--- config.mk ---
export PLATFORM = sky130hd
export DESIGN_NAME = wwbws_ctrl
export DESIGN_NICKNAME = d
export VERILOG_FILES = /design/src/sv/wwbws_pkg.sv /design/src/sv/wwbws_ctrl.sv
export SDC_FILE = /design/constraint.sdc
export NUM_CORES = 1
export LEC_CHECK = 0
export BUFFER_PORTS_ARGS = -buffer_cell sky130_fd_sc_hd__buf_2
export CAP_MARGIN = 10
export CORE_AREA = 2 2 39 41
export DETAILED_ROUTE_END_ITERATION = 10
export DIE_AREA = 0 0 41 43
export GPL_TIMING_DRIVEN = 0
export PLACE_DENSITY = 0.68
export SKIP_CTS_REPAIR_TIMING = 1
export SYNTH_ARGS = -nofsm -noshare
export SYNTH_HDL_FRONTEND = slang
export SYNTH_SLANG_ARGS = --single-unit
--- constraint.sdc ---
create_clock -name i_clk -period 1.9 [get_ports i_clk]
set_clock_uncertainty 0.2 [all_clocks]
set_input_delay 0 -clock i_clk [delete_from_list [all_inputs] [get_ports i_clk]]
set_output_delay 0 -clock i_clk [all_outputs]
set_load 0.05 [all_outputs]
--- src/sv/wwbws_pkg.sv ---
// Shared constants and controller/datapath interface types for the word wrap width search.
`timescale 1ns / 1ps

package wwbws_pkg;

    // default capacity
    localparam int MAX_WORDS_DEF = 256;
    localparam int MAX_CHARS_DEF = 4096;

    // fixed field widths
    localparam int BW    = 9;   // box width
    localparam int CRW   = 13;  // reported cost
    localparam int STW   = 2;   // status
    localparam int TRI_W = 18;  // r*(r+3)/2 for r up to 499, with margin

    localparam logic [BW-1:0] WIDTH_DEFAULT = 9'd80;
    localparam logic [BW-1:0] WIDTH_CEILING = 9'd500;

    // status codes
    localparam logic [STW-1:0] ST_OK     = 2'd0;
    localparam logic [STW-1:0] ST_BLANK  = 2'd1;
    localparam logic [STW-1:0] ST_NOFIT  = 2'd2;
    localparam logic [STW-1:0] ST_OVFL   = 2'd3;

    // controller -> datapath
    typedef struct packed {
        logic load;    // take one character
        logic start;   // set up the search
        logic fetch0;  // read first word length, reset per-width state
        logic fetch1;  // read second word length
        logic word;    // place one word
        logic eval;    // compare finished width cost
        logic finish;  // register result, clear text state
    } t_dp_cmd;

    // datapath -> controller
    typedef struct packed {
        logic skip;       // nothing to search
        logic last_word;  // current word is the last one
        logic stop;       // search over after this width
    } t_dp_sts;

endpackage

--- src/sv/wwbws_ctrl.sv ---
// Sequencer for loading characters and stepping the width search.
`timescale 1ns / 1ps

module wwbws_ctrl (
    input  logic               i_clk,
    input  logic               i_rst_n,
    input  logic               i_in_valid,
    output logic               o_in_ready,
    input  logic               i_final_byte,
    output logic               o_out_valid,
    input  logic               i_out_ready,
    output wwbws_pkg::t_dp_cmd o_cmd,
    input  wwbws_pkg::t_dp_sts i_sts
);
    import wwbws_pkg::*;

    typedef enum logic [6:0] {
        S_LOAD   = 7'b0000001,
        S_START  = 7'b0000010,
        S_FETCH0 = 7'b0000100,
        S_FETCH1 = 7'b0001000,
        S_WORD   = 7'b0010000,
        S_EVAL   = 7'b0100000,
        S_FINISH = 7'b1000000
    } t_state;

    t_state r_state, n_state;
    logic   r_out_vld, n_out_vld;
    logic   out_free;

    assign out_free    = !r_out_vld || i_out_ready;
    assign o_in_ready  = (r_state == S_LOAD);
    assign o_out_valid = r_out_vld;

    always_comb begin
        n_state   = r_state;
        n_out_vld = r_out_vld && !i_out_ready;
        o_cmd     = '0;
        case (r_state)
            S_LOAD: begin
                if (i_in_valid) begin
                    o_cmd.load = 1'b1;
                    if (i_final_byte) n_state = S_START;
                end
            end
            S_START: begin
                o_cmd.start = 1'b1;
                n_state     = i_sts.skip ? S_FINISH : S_FETCH0;
            end
            S_FETCH0: begin
                o_cmd.fetch0 = 1'b1;
                n_state      = S_FETCH1;
            end
            S_FETCH1: begin
                o_cmd.fetch1 = 1'b1;
                n_state      = S_WORD;
            end
            S_WORD: begin
                o_cmd.word = 1'b1;
                if (i_sts.last_word) n_state = S_EVAL;
            end
            S_EVAL: begin
                o_cmd.eval = 1'b1;
                n_state    = i_sts.stop ? S_FINISH : S_FETCH0;
            end
            S_FINISH: begin
                if (out_free) begin
                    o_cmd.finish = 1'b1;
                    n_out_vld    = 1'b1;
                    n_state      = S_LOAD;
                end
            end
            default: begin
                n_state = S_LOAD;
            end
        endcase
    end

    always_ff @(posedge i_clk) begin
        if (!i_rst_n) begin
            r_state   <= S_LOAD;
            r_out_vld <= 1'b0;
        end else begin
            r_state   <= n_state;
            r_out_vld <= n_out_vld;
        end
    end

endmodule

==> flow_metrics.tcl <==
set metrics [dict create \
    status "finished with violations" \
    violations "negative hold slack, negative setup slack" \
    crit-reg2reg-launch "r_state[1]" \
    powerDensity_nw_per_um2 757 \
    setup_violations 3 \
    worstMarginPinSlew_ns 0.531 \
    crit_type "reg -> out" \
    pin_count 17 \
    dpl.hpwl_um 994 \
    rows 14 \
    critical_path.endpoint_type "output pin" \
    synth_warnings 0 \
    synth_edf_count 0 \
    drt-total-wl_mm 1.40 \
    synth_top_family_by_area "simple AND/OR/NAND/NOR gates" \
    cts.path.max_buffers 2 \
    cpPeakStageDelay_ns 0.57 \
    die_height_um 43 \
    syn_inst 61 \
    path_delay_family "simple AND/OR/NAND/NOR gates" \
    first_pass_iters 4 \
    max_freq_ghz 0.509 \
    slowest_stage "or4_4" \
    drc 0 \
    drive_gt1_share_pct 40.7 \
    synth_most_common_cell "dfxtp_1" \
    yosysTopAreaCell "dfxtp_1" \
    timing.final.ws_setup_ns -0.0633 \
    wl_per_cell_um 13.7 \
    crit_fanout 6 \
    hold_viol_final 1 \
    synth-simple-area-share_pct 44.0 \
    crit_chain "or4_4 > and2b_4 > and2_4 > buf_8" \
    p_total_mw 0.595 \
    diodes 0 \
    synth_common_cells "dfxtp_1 (8), inv_1 (4), nand3_1 (4), nor2_1 (4), nand2_1 (3)" \
    insertion_delay_ns 0.25 \
    leakagePower_nw 0.332 \
    multiInputGateArea_um2 370 \
    setup_tns_ns -0.0878 \
    synth-seq-cells 8 \
    regArea_um2 169 \
    syn_to_final_growth_pct 51.2 \
    yosysTopAreaCellShare_pct 30.8 \
    cts_buffers 3 \
    cts.clk_slew.worst_paths_ns 0.05 \
    initial_core_util_pct 37.6 \
    grt_pass1_vias 490 \
    ant_nets 0 \
    synthTopCellsByArea "dfxtp_1 (31%), nor4b_4 (4.6%), or4_4 (4.3%), nand3_1 (3.8%), nor4b_1 (3.4%)" \
    synth-main-ff-cell "dfxtp_1" \
    routed_via_density 5.52 \
    hold_start "i_in_valid" \
    worst_ep_arrival_time_ns 1.76 \
    clkSinkCount 8 \
    gp_congestion 0.864 \
    synth_seq_area_share_pct 30.8 \
    drv_slew 0 \
    synthXorXnorAreaFrac_pct 3.37 \
    die_area_um2 1760 \
    gr-usage-all-layers_pct 17.3 \
    drt-initial-drc-count 12 \
    antenna_found_initial 0 \
    ir_worst_vdd_uv 460 \
    slew_headroom_pct 64.3 \
    synth-compound-area-share_pct 15.1 \
    crit_required_ns 1.70 \
    synth.distinct_cells 34 \
    max-cap-violations 0 \
    hold_class "in -> reg" \
    synth_area_um2 520 \
    num_vias 563 \
    syn_avg_cell_area_um2 8.53 \
    synthMuxAreaShare_pct 0 \
    core_area_um2 1380 \
    cts_tree "built" \
    root_buffer "clkbuf_4" \
    port_buffers 16 \
    min_period_ns 1.96 \
    syn_nets 69 \
    fillers 123 \
    fin_crit_sh_pct 103 \
    htreeDepth 1 \
    cp-start-kind "flop" \
    grt_max_degree 11 \
    holdWs_ns -0.0436 \
    overflow 0 \
    fin_util_pct 56.9 \
    ys_async_sr_fraction_pct 0 \
    crit_path_start "r_state[1]" \
    path_buf_inv 1 \
    die_x_um 41 \
    rsz0062_at_grt "true" \
    nets 96 \
    grt_pass1_wl_mm 2.01 \
    yosys.area_share.adder_pct 0 \
]
## cell type report
type	instances	area share, %
buffer	3	2.70
tap	16	2.54
sequential	8	21.5
clock buffer	3	2.86
inverter	4	1.91
timing repair buffer	22	21.5
multi-input combinational	46	47.1
## cells in the final DEF (no fill, tap or decap), types with 2 or more instances in the layout
cell	synthesis	layout
inv_1	4	4
clkbuf_4	0	3
nor4b_4	1	2
or4_4	2	2
nand3_1	4	4
dfxtp_4	0	2
and3_1	2	2
a21oi_1	2	2
nand2_1	3	3
nor2_1	4	4
o211ai_1	2	2
nand3b_1	2	2
dlygate4sd3_1	0	6
dfxtp_1	8	5
buf_2	1	13
buf_6	1	4
nor2b_1	2	2
## flip-flops by register name, indices dropped and copies added (netlist names)
register,flops
r_state,7
o_out_valid,1
## worst reg2reg max path: cells and delay by family (launching register included)
family	cells	cell delay (ns)
simple gates	3	1.08
flops	1	0.37
compound gates	1	0.12
## kinds of logic after synthesis
kind of cell,Yosys count
flops,8
xor+xnor,2
buf+inv,7
simple gates,33
compound gates,11
## stage by stage
stage	worst slack [ns]	instances	instance area, um2	hold slack (ns)
final	-0.0633	102	787	-0.0436
after global routing	-0.109	102	787	0.00359
after CTS	-0.193	96	668	-0.212
after detailed placement	0.0518	93	646	0.0583
after global placement	0.0529	93	646	0.0524
after floorplan	-0.312	61	546	-0.100
## routing by layer
layer | vias up | GRT usage [%] | wire length, um | part of all wire [%]
met4 | 0 | 14.0 | 25 | 1.8
met3 | 4 | 3.14 | 40 | 2.9
met2 | 12 | 24.7 | 703 | 50
li1 | 281 | - | - | -
met1 | 266 | 21.5 | 629 | 45
met5 | - | 0 | 0 | 0
## worst paths after layout
check	depth (start not counted)	slack, ns	endpoint
min	4	-0.04	r_state[0]
max reg2reg	4	0.02	r_state[5]
min reg2reg	2	0.38	r_state[6]
max	4	-0.06	o_cmd[6]
## power by group
| group | internal (mW) | switching [mW] |
|---|---|---|
| combinational | 0.114 | 0.138 |
| clock | 0.0724 | 0.0601 |
| sequential | 0.184 | 0.0264 |
Note: power is estimated with default switching activity, not from simulation.
